==> src/rtl/assert_macros.svh <==
// Assertion macros used by the price level book datapath.
`ifndef ASSERT_MACROS_SVH
`define ASSERT_MACROS_SVH

// Property checked on every rising clock edge outside reset.
`define PLB_ASSERT_CLK(lbl, prop, msg) \
    lbl: assert property (@(posedge clk) disable iff (!rst_n) prop) else $error(msg);

// Condition on one edge implies a condition on the next edge.
`define PLB_ASSERT_NEXT(lbl, pre, post, msg) \
    lbl: assert property (@(posedge clk) disable iff (!rst_n) pre |=> post) else $error(msg);

`endif

==> src/rtl/plb_pkg.sv <==
// Package for the price level book: sizes, codes, payload and control types.
package plb_pkg;

    localparam int MAX_SECURITIES = 64;
    localparam int MAX_DEPTH      = 10;

    localparam int SLOT_W = (MAX_SECURITIES > 1) ? $clog2(MAX_SECURITIES) : 1;
    localparam int SCAN_W = SLOT_W + 1;
    localparam int CNT_W  = $clog2(MAX_DEPTH + 1);
    localparam int LA_W   = (2 * MAX_SECURITIES * MAX_DEPTH > 1) ?
                            $clog2(2 * MAX_SECURITIES * MAX_DEPTH) : 1;

    // Result status codes
    localparam logic [2:0] STS_DISCARD  = 3'd0;
    localparam logic [2:0] STS_RESET    = 3'd1;
    localparam logic [2:0] STS_UPDATED  = 3'd2;
    localparam logic [2:0] STS_REJECTED = 3'd3;
    localparam logic [2:0] STS_TRADE    = 3'd4;
    localparam logic [2:0] STS_DEF_DONE = 3'd5;
    localparam logic [2:0] STS_FULL     = 3'd6;

    // Entry types
    localparam logic [2:0] ET_BID     = 3'd0;
    localparam logic [2:0] ET_OFFER   = 3'd1;
    localparam logic [2:0] ET_TRADE   = 3'd2;
    localparam logic [2:0] ET_RESET   = 3'd3;
    localparam logic [2:0] ET_IMPLIED = 3'd4;

    // Update kinds
    localparam logic [2:0] UK_NEW     = 3'd0;
    localparam logic [2:0] UK_CHANGE  = 3'd1;
    localparam logic [2:0] UK_DELETE  = 3'd2;
    localparam logic [2:0] UK_DELTHRU = 3'd3;
    localparam logic [2:0] UK_DELFROM = 3'd4;
    localparam logic [2:0] UK_INVALID = 3'd5;

    // Message kinds
    localparam logic [1:0] MK_RECOVERY = 2'd0;
    localparam logic [1:0] MK_INCR     = 2'd1;

    localparam logic ACT_DEFINITION = 1'b0;
    localparam logic ACT_BOOK       = 1'b1;

    typedef struct packed {
        logic        action;
        logic [31:0] instrument_id;
        logic        remove_instrument;
        logic [7:0]  book_depth;
        logic [1:0]  message_kind;
        logic [2:0]  entry_type;
        logic [2:0]  update_kind;
        logic [7:0]  price_level;
        logic [30:0] order_count;
        logic [30:0] entry_quantity;
        logic signed [63:0] entry_price;
    } in_item_t;

    typedef struct packed {
        logic [2:0]  status;
        logic        side;
        logic [3:0]  level_index;
        logic [30:0] level_orders;
        logic [30:0] level_quantity;
        logic signed [63:0] level_price;
        logic        last;
    } out_item_t;

    typedef struct packed {
        logic [30:0] orders;
        logic [30:0] quantity;
        logic [63:0] price;
    } level_t;

    typedef enum logic [3:0] {
        S_IDLE,
        S_SCAN,
        S_DISPATCH,
        S_DEF_RD,
        S_DEF_WR,
        S_UPD_RD,
        S_UPD_CHK,
        S_MOVE,
        S_MOVE_WR,
        S_SET,
        S_CNT_WR,
        S_EM_RD,
        S_EM_OUT,
        S_RESP
    } plb_state_t;

    typedef struct packed {
        logic       in_load;
        logic       scan_step;
        logic       slot_clear;
        logic       slot_create;
        logic       depth_write;
        logic       book_clear;
        logic       resp_load;
        logic [2:0] resp_status;
        logic       resp_side;
        logic       resp_input;
        logic       upd_read;
        logic       plan_load;
        logic       fill_write;
        logic       move_read;
        logic       move_write;
        logic       set_write;
        logic       cnt_write;
        logic       emit_read;
        logic       emit_load;
        logic       def_sc_read;
        logic       def_sc_write;
        logic       side_next;
        logic       resp_out;
    } plb_cmd_t;

    typedef struct packed {
        logic       scan_done;
        logic       found;
        logic       free_found;
        logic       action;
        logic       remove;
        logic [2:0] etype;
        logic       plan_reject;
        logic       move_left;
        logic       move_fill;
        logic       plan_set;
        logic       cnt_zero;
        logic       emit_last;
        logic       out_free;
        logic       def_side;
    } plb_stat_t;

endpackage

==> src/rtl/plb_ctrl.sv <==
// Controller: sequences search, definition, update, shifting and emission.
module plb_ctrl (
    input  logic               clk,
    input  logic               rst_n,
    input  logic               item_valid,
    output logic               item_ready,
    input  plb_pkg::plb_stat_t st,
    output plb_pkg::plb_cmd_t  cmd
);
    import plb_pkg::*;

    plb_state_t state_reg, state_next;

    always_ff @(posedge clk or negedge rst_n)
    begin
        if (!rst_n)
            state_reg <= S_IDLE;
        else
            state_reg <= state_next;
    end

    // next state
    always_comb
    begin
        state_next = state_reg;
        case (state_reg)
            S_IDLE:
                if (item_valid)
                    state_next = S_SCAN;
            S_SCAN:
                if (st.scan_done)
                    state_next = S_DISPATCH;
            S_DISPATCH:
                if (st.action == ACT_DEFINITION && !st.remove && st.found)
                    state_next = S_DEF_RD;
                else if (st.action != ACT_DEFINITION && st.etype != ET_RESET &&
                         st.found && st.etype < ET_TRADE)
                    state_next = S_UPD_RD;
                else
                    state_next = S_RESP;
            S_DEF_RD:
                state_next = S_DEF_WR;
            S_DEF_WR:
                state_next = st.def_side ? S_RESP : S_DEF_RD;
            S_UPD_RD:
                state_next = S_UPD_CHK;
            S_UPD_CHK:
                state_next = st.plan_reject ? S_RESP : S_MOVE;
            S_MOVE:
                if (!st.move_left)
                    state_next = st.plan_set ? S_SET : S_CNT_WR;
                else if (!st.move_fill)
                    state_next = S_MOVE_WR;
            S_MOVE_WR:
                state_next = S_MOVE;
            S_SET:
                state_next = S_CNT_WR;
            S_CNT_WR:
                state_next = st.cnt_zero ? S_RESP : S_EM_RD;
            S_EM_RD:
                state_next = S_EM_OUT;
            S_EM_OUT:
                if (st.out_free)
                    state_next = st.emit_last ? S_IDLE : S_EM_RD;
            S_RESP:
                if (st.out_free)
                    state_next = S_IDLE;
            default:
                state_next = S_IDLE;
        endcase
    end

    // commands
    always_comb
    begin
        cmd        = '0;
        item_ready = (state_reg == S_IDLE);
        case (state_reg)
            S_IDLE:
                cmd.in_load = item_valid;
            S_SCAN:
                cmd.scan_step = 1'b1;
            S_DISPATCH:
            begin
                cmd.resp_load = 1'b1;
                if (st.action == ACT_DEFINITION)
                begin
                    cmd.resp_status = STS_DEF_DONE;
                    if (st.remove)
                        cmd.slot_clear = 1'b1;
                    else if (st.found)
                        cmd.depth_write = 1'b1;
                    else if (st.free_found)
                        cmd.slot_create = 1'b1;
                    else
                        cmd.resp_status = STS_FULL;
                end
                else if (st.etype == ET_RESET)
                begin
                    cmd.book_clear  = 1'b1;
                    cmd.resp_status = STS_RESET;
                end
                else if (!st.found || st.etype > ET_TRADE)
                    cmd.resp_status = STS_DISCARD;
                else if (st.etype == ET_TRADE)
                begin
                    cmd.resp_status = STS_TRADE;
                    cmd.resp_input  = 1'b1;
                end
            end
            S_DEF_RD:
                cmd.def_sc_read = 1'b1;
            S_DEF_WR:
            begin
                cmd.def_sc_write = 1'b1;
                cmd.side_next    = 1'b1;
            end
            S_UPD_RD:
                cmd.upd_read = 1'b1;
            S_UPD_CHK:
            begin
                cmd.plan_load   = !st.plan_reject;
                cmd.resp_load   = st.plan_reject;
                cmd.resp_status = STS_REJECTED;
                cmd.resp_side   = 1'b1;
            end
            S_MOVE:
                if (st.move_left)
                begin
                    cmd.fill_write = st.move_fill;
                    cmd.move_read  = !st.move_fill;
                end
            S_MOVE_WR:
                cmd.move_write = 1'b1;
            S_SET:
                cmd.set_write = 1'b1;
            S_CNT_WR:
            begin
                cmd.cnt_write   = 1'b1;
                cmd.resp_load   = st.cnt_zero;
                cmd.resp_status = STS_UPDATED;
                cmd.resp_side   = 1'b1;
            end
            S_EM_RD:
                cmd.emit_read = 1'b1;
            S_EM_OUT:
                cmd.emit_load = st.out_free;
            S_RESP:
                cmd.resp_out = st.out_free;
            default:
                cmd = '0;
        endcase
    end

endmodule

==> config.mk <==
export PLATFORM = sky130hd
export DESIGN_NAME = plb_ctrl
export DESIGN_NICKNAME = d
export VERILOG_FILES = /design/src/rtl/assert_macros.svh /design/src/rtl/plb_pkg.sv /design/src/rtl/plb_ctrl.sv
export SDC_FILE = /design/constraint.sdc
export NUM_CORES = 1
export LEC_CHECK = 0
export BUFFER_PORTS_ARGS = -buffer_cell sky130_fd_sc_hd__buf_4
export CORE_MARGIN = 8
export CORE_UTILIZATION = 42
export CTS_BUF_LIST = sky130_fd_sc_hd__clkbuf_8 sky130_fd_sc_hd__clkbuf_16
export CTS_CLUSTER_DIAMETER = 100
export DETAILED_ROUTE_END_ITERATION = 7
export MAX_ROUTING_LAYER = met4
export PLACE_DENSITY = 0.82
export SLEW_MARGIN = 40
export SYNTH_ARGS = -nofsm -noshare
export SYNTH_HDL_FRONTEND = slang
export SYNTH_SLANG_ARGS = --single-unit
==> constraint.sdc <==
create_clock -name clk -period 1.8 [get_ports clk]
set_input_delay 0.36 -clock clk [delete_from_list [all_inputs] [get_ports clk]]
set_output_delay 0.36 -clock clk [all_outputs]
set_load 0.05 [all_outputs]
# [Word level (Yosys, flattened, before mapping)]
# Index checks and enable logic that the tools add are counted.
[word_totals] register_bits=4 input_bits=19 out_inout_bits=26 word_cells=89
[op_classes] magnitude_cmp=2 eq_ne=21 muxes=51 n_bitwise=1 n_reduce_logical=13
[ops] op="$pmux 4 s14" count=1
[ops] op="$mux 4" count=12
[ops] op="$eq 4x4->1 const B" count=6
[ops] op="$mux 1" count=23
[ops] op="$mux 3" count=6
[ops] op="$eq 4x3->1 const B" count=4
[ops] op="$mux 2" count=8
[ops] op="$pmux 4 s3" count=1
[ops] op="$eq 4x2->1 const B" count=2
[ops] op="$ne 2x2->1 const B" count=4
[ops] op="$eq 3x2->1 const B" count=2
[ops] op="$logic_and 1x1->1" count=5
[ops] op="$reduce_and 5->1" count=1
[ops] op="$eq 4x1->1 const B" count=1
[ops] op="$logic_not 1->1" count=4
[ops] op="$logic_not 4->1" count=1
[ops] op="$gt 3x2->1 const B" count=1
[ops] op="$lt 3x2->1 const B" count=1
[ops] op="$ne 3x2->1 const B" count=1
[ops] op="$ne 3x3->1 const B" count=1
[ops] op="$reduce_or 2->1" count=1
[ops] op="$logic_or 1x1->1" count=1
[ops] op="$not 1->1" count=1

# [Depth between registers and ports, before layout]
# Gate-level depths: netlist (run 1).
[logic_depth] depth_word=7 depth_mapped=6 ltp_nobuf=4

# [Least setup slack after synthesis (run 1)]
# No wires, ideal clock.
[synth_path] path_kind="reg2out" startpoint="register state_reg[1]" endpoint="output port cmd[24] in the netlist's numbering" arrival_ps=2420 t_required_ps=1440 path_slack_ps=-980 path_stages_with_launch=5 n_path_buf=1 path_cell_list="dfrtp_1 -> or2_0 -> clkbuf_1 -> nor3_1 -> and2_1"
[synth_rtl] element="start, declared" line="plb_ctrl.sv:12" rtl="plb_state_t state_reg, state_next;"
[synth_rtl] element="start signal, assigned" line="plb_ctrl.sv:19" rtl="state_reg <= state_next;"
[synth_rtl] element="end, declared" line="plb_ctrl.sv:8" rtl="output plb_pkg::plb_cmd_t cmd"

==> results.cfg, run 1 <==
[sta]
rsz0062_at_grt = yes
fin_crit_ns = 2.06
tightest_slew_ns = 0.461
fin_skew_ns = 0.00110
setup_violations = 27
worst_slack_ns = -0.258
report.final.slew_viol_count = 0
report.final.hold_viol_count = 0
relSlewSlack_pct = 69.3
finalCritPeriodShare_pct = 114
fmax_mhz = 486
tns_ns = -3.37

[setup_path]
cpMaxStageDelayCell = dfrtp_1
worst-path-buf-inv = 2
cp-end-kind = output port
slowest_delay_ns = 0.39
start_kind = register
worstRegToRegCells = 8
crit_family = simple AND/OR/NAND/NOR gates
critPathRequiredTime_ns = 1.44
crit_fanout = 3
criticalPathCategory = register to output port
critical_path.cell_chain = nand2b_4 > or3_4 > buf_4 > nor3b_4 > buf_6
worstPathArrival_ns = 1.70
worst-path-stages = 5

[routing]
first_pass_iters = 5
drt-wirelength-per-cell_um = 28.5
remaining_drc_errors = 0
postRouteAntennaNets = 0
avgViaCountPerCell = 7.16
first_iter_violations = 124
wirelength_mm = 5.34
vias = 1338

[yosys]
syn_area_um2 = 712
synth.area.mux_share_pct = 2.99
avgSynthCellArea_um2 = 6.53
synthCells = 109
ys_types = 40
synth_warnings = 0
synth_edf_count = 0
synth_top_family_by_area = simple AND/OR/NAND/NOR gates
synth_compound_area_share_pct = 24.8
synth_fp_nets = 128
ys_ff_latch = 4
synthAdderAreaFrac_pct = 0
synthArstFlopShare_pct = 100
synth-simple-area-share_pct = 45.5
synth_flop_cell = dfrtp_1
synth_xor_area_share_pct = 0
ys_seq_area_share_pct = 14.1

[final_layout]
final-instance-count-excl-fill = 187
largest_reg_flops = 4
ff_latch_area_um2 = 101
nFillCells = 14
drive_above_1_share_pct = 65.3
nets = 191
syn_to_final_growth_pct = 128
antenna_cells = 0
multi_input_area_um2 = 752

[clock_network]
cts_tree = yes
root_buffer = clkbuf_8
cts-buffers-inserted = 3
clock-sinks = 4
htreeDepth = 1
clk_latency_ns = 0.22
clk_pin_slew_ns = 0.03
cts_buffer_depth = 2

[grt]
first_global_vias = 1124
grt_pass1_wl_mm = 5.66
grtUsageTotal_pct = 21.6
grt_antenna_before_repair = 0
grt_max_degree = 13
grt_remaining_overflow = 0

[floorplan]
rows = 15
fp.dieW_um = 57.2
pin_count = 45
initial_utilization_pct = 43.1
dieArea_um2 = 3270
core_um2 = 1650
dieHeight_um = 57.2

[pwr]
vdd_drop_max_mv = 1.30
power_leakage_nw = 0.689
powerDensity_nw_per_um2 = 1870
power_mw = 3.03

[run]
drv_cap = 0

[status]
status = finished, violations left
violations = setup timing

[place]
dp.cells = 175
gp_congestion = 0.886
placement.io_buffers = 44
dp_hpwl_mm = 2.44

[worst_hold_path]
hold_class = primary input to register
min_path_cells = 3
## path summary, 6_finish.rpt
path / startpoint / endpoint / slack [ns]
min in group asynchronous: rst_n / state_reg[2] / 0.48
max in group asynchronous: rst_n / state_reg[1] / 1.21
setup / recovery: state_reg[0] / cmd[22] / -0.26
hold / removal: st[2] / state_reg[3] / 0.47
hold reg to reg: state_reg[1] / state_reg[3] / 0.95
setup reg to reg: state_reg[0] / state_reg[2] / -0.25
## report_power, final
part | total [mW] | internal [mW] | switching (mW)
clock | 0.201 | 0.144 | 0.0574
combinational | 2.63 | 1.08 | 1.55
sequential | 0.202 | 0.140 | 0.0624
total | 3.03 | 1.36 | 1.67
## worst min-delay path, delay by kind of cell
family | cells | cell delay (ns)
buf+inv | 1 | 0.09
compound gates | 2 | 0.19
## timing repair
action / 4_1_cts / 5_1_grt
setup endpoints to repair: 21 / 25
hold endpoints to repair: 4 / 0
hold buffers: 1 / 0
pin swaps: 5 / 6
gates resized for setup: 37 / 31
setup buffers: 3 / 6
## placed cells by master (no fill, tap or decap), drive strengths merged, types with 3 or more instances in the layout
cell,netlist,routed
dfrtp,4,4
inv,4,4
o21ai,5,5
buf,10,69
nor3,10,10
nand2b,7,7
clkbuf,2,3
nor2b,3,3
nor3b,4,4
a21oi,7,7
nand2,7,7
nor2,19,19
## synth_stat cells (2+ instances only)
master | instances | share of area [%]
buf_6 | 2 | 3.2
clkbuf_1 | 2 | 1.1
dfrtp_1 | 4 | 14
nor3_1 | 9 | 6.3
nand2b_1 | 7 | 6.2
nand3_1 | 2 | 1.4
nor3b_1 | 4 | 4.2
o32ai_1 | 2 | 2.5
inv_1 | 4 | 2.1
a21oi_1 | 7 | 4.9
nor2_1 | 19 | 10
o211ai_1 | 2 | 2.1
o21ai_0 | 4 | 2.8
buf_2 | 6 | 4.2
nor2b_1 | 3 | 2.6
nand2_1 | 7 | 3.7
buf_4 | 2 | 2.1
## through the flow
step / utilization (%) / cell area, µm² / hold WS (ns) / setup WS [ns]
final: 98.4 / 1630 / 0.473 / -0.258
after floorplan: - / 841 / 0.0644 / -0.332
after detailed placement: 75.2 / 1240 / 0.158 / -0.00409
after CTS: 88.3 / 1460 / 0.434 / -0.179
after global routing: 98.4 / 1630 / 0.483 / -0.272
after global placement: 75.2 / 1240 / 0.156 / 0.0465
## metal layers
layer	vias up	part of all wire [%]	track usage (%)
li1	509	-	-
met1	612	31	23.2
met2	162	50	37.5
met3	55	11	3.33
met4	0	8.6	10.4
met5	-	0	-
## area by class of cell
type,instances,share of cell area [%]
tap,17,1.31
inverter,4,0.924
multi-input combinational,89,46.3
sequential,4,6.24
timing repair buffer,70,42.7
clock buffer,3,2.54
## kinds of logic after synthesis
logic type | after synthesis
and+or+nand+nor | 61
AOI/OAI and AO/OA | 26
buffers and inverters | 16
DFF | 4
muxes | 2
(Power assumes the default switching activity.)
==> run 2: changes to the inputs <==
CORE_UTILIZATION = 40   (was 42)
MAX_ROUTING_LAYER = not set   (was met4)
PLACE_DENSITY = 0.79   (was 0.82)
==> results.cfg, run 2 (synthesized netlist as in run 1, its figures left out) <==
[status]
status = finished, violations left
violations = setup timing

[place]
dpl_worst_slack_ns = 0.0144
gp_congestion = 0.823
dp_hpwl_mm = 2.22
dpl_cell_area_um2 = 1260
dp.cells = 184
placement.io_buffers = 44

[sta]
fin_skew_ns = 0.00349
tightest_slew_ns = 0.535
hold_ws_ns = 0.483
setup_violations = 21
report.final.slew_viol_count = 0
relSlewSlack_pct = 64.0
report.final.hold_viol_count = 0
fin_crit_ns = 2.00
fmax_mhz = 499
worst_slack_ns = -0.202
finalCritPeriodShare_pct = 111
rsz0062_at_grt = yes

[floorplan]
dieArea_um2 = 3390
initial_utilization_pct = 41.7
fp.dieW_um = 58.2
rows = 15
pin_count = 45
core_um2 = 1710
dieHeight_um = 58.2

[final_layout]
nFillCells = 40
largest_reg_flops = 4
final_cell_mix = buf_4 (37), buf_6 (24), nor2_4 (7), nor2_2 (7), buf_8 (7)
drive_above_1_share_pct = 66.9
ff_latch_area_um2 = 101
multi_input_area_um2 = 785
antenna_cells = 0
syn_to_final_growth_pct = 130
fin_area_um2 = 1640
final-instance-count-excl-fill = 194
nets = 190
final_common_cell = buf_4
fin_util_pct = 95.8

[grt]
grt_pass1_wl_mm = 5.32
first_global_vias = 1139
grt_remaining_overflow = 0
grt_antenna_before_repair = 0
grt_max_degree = 16
grtUsageTotal_pct = 19.8

[setup_path]
r2r_end = state_reg[2]
reg2reg_setup_slack_ns = -0.04
start_kind = register
critPathRequiredTime_ns = 1.44
worstPathArrival_ns = 1.64
cp-end-kind = output port
crit_fanout = 2
criticalPathCategory = register to output port
worstRegToRegCells = 7
r2r_start = state_reg[1]

[routing]
avgViaCountPerCell = 6.27
vias = 1216
remaining_drc_errors = 0
postRouteAntennaNets = 0
drt-wirelength-per-cell_um = 22.3
first_iter_violations = 65
first_pass_iters = 4
wirelength_mm = 4.32

[clock_network]
cts_tree = yes
cts-buffers-inserted = 3
clk_latency_ns = 0.23
htreeDepth = 1
clock-sinks = 4
cts_buffer_depth = 2
clk_pin_slew_ns = 0.04
root_buffer = clkbuf_8

[pwr]
clkPwrFrac_pct = 7.0
swShare_pct = 54.3
vdd_drop_max_mv = 1.43
powerDensity_nw_per_um2 = 1780
p_sw_mw = 1.58
seq_power_share_pct = 6.5
power_leakage_nw = 0.690
p_int_mw = 1.33
combPwrFrac_pct = 86.5

[run]
drv_cap = 0

[worst_hold_path]
min_path_cells = 3
min_to = state_reg[2]
hold_class = primary input to register
hold_path.startpoint = st[3]
[run 2: cell count changes in the layout (fill, tap and decap cells not counted), sizes merged]
cell,before,now
buf,69,68
[run 2: area by class of cell]
type / count / area share, %
clock buffer: 3 / 2.52
sequential: 4 / 6.19
timing repair buffer: 69 / 40.5
inverter: 4 / 0.917
multi-input combinational: 89 / 47.9
tap: 25 / 1.91
[run 2: stage by stage]
stage | power, mW | TNS (ns)
CTS | 2.47 | -0.633
global placement | 2.00 | 0
detailed placement | 2.03 | 0
global route | 2.98 | -2.11
finish | 2.91 | -1.60
floorplan | 1.50 | -0.899
[run 2: critical path: stages (launching register included)]
cell,delay (ns)
dfrtp_1,0.38
nand2b_4,0.15
or3_4,0.34
a221o_1,0.31
o21ai_4,0.07
buf_6,0.17
[run 2: layer usage]
layer	wire length [µm]	up-vias	GRT usage [%]
met5	0	-	0
met4	176	0	8.74
met3	349	25	4.64
met2	2320	101	36.6
met1	1470	577	20.5
li1	-	513	-
[run 2: power by group through the flow]
stage | Clock [mW] | Combinational (mW) | Sequential, mW
detailed placement | 0 | 1.87 | 0.163
floorplan | 0 | 1.33 | 0.169
global route | 0.209 | 2.59 | 0.188
global placement | 0 | 1.84 | 0.161
CTS | 0.200 | 2.10 | 0.168
finish | 0.203 | 2.51 | 0.190
[run 2: worst max path at each step]
stage	from	end	slack, ns	depth (start not counted)
after floorplan	state_reg[1]	cmd[24]	-0.33	4
after global placement	state_reg[0]	cmd[15]	0.04	5
after detailed placement	st[10]	cmd[15]	0.01	6
after CTS	state_reg[0]	cmd[15]	-0.16	5
after global routing	state_reg[0]	cmd[15]	-0.22	5
final	state_reg[0]	cmd[15]	-0.20	5
[run 2: repair_timing]
action | in CTS | in global routing
gates resized for setup | 35 | 36
buffers inserted | 4 | 3
setup endpoints to repair | 20 | 26
pin swaps | 3 | 8
endpoints found under the hold margin | 4 | 0
hold buffers | 1 | 0
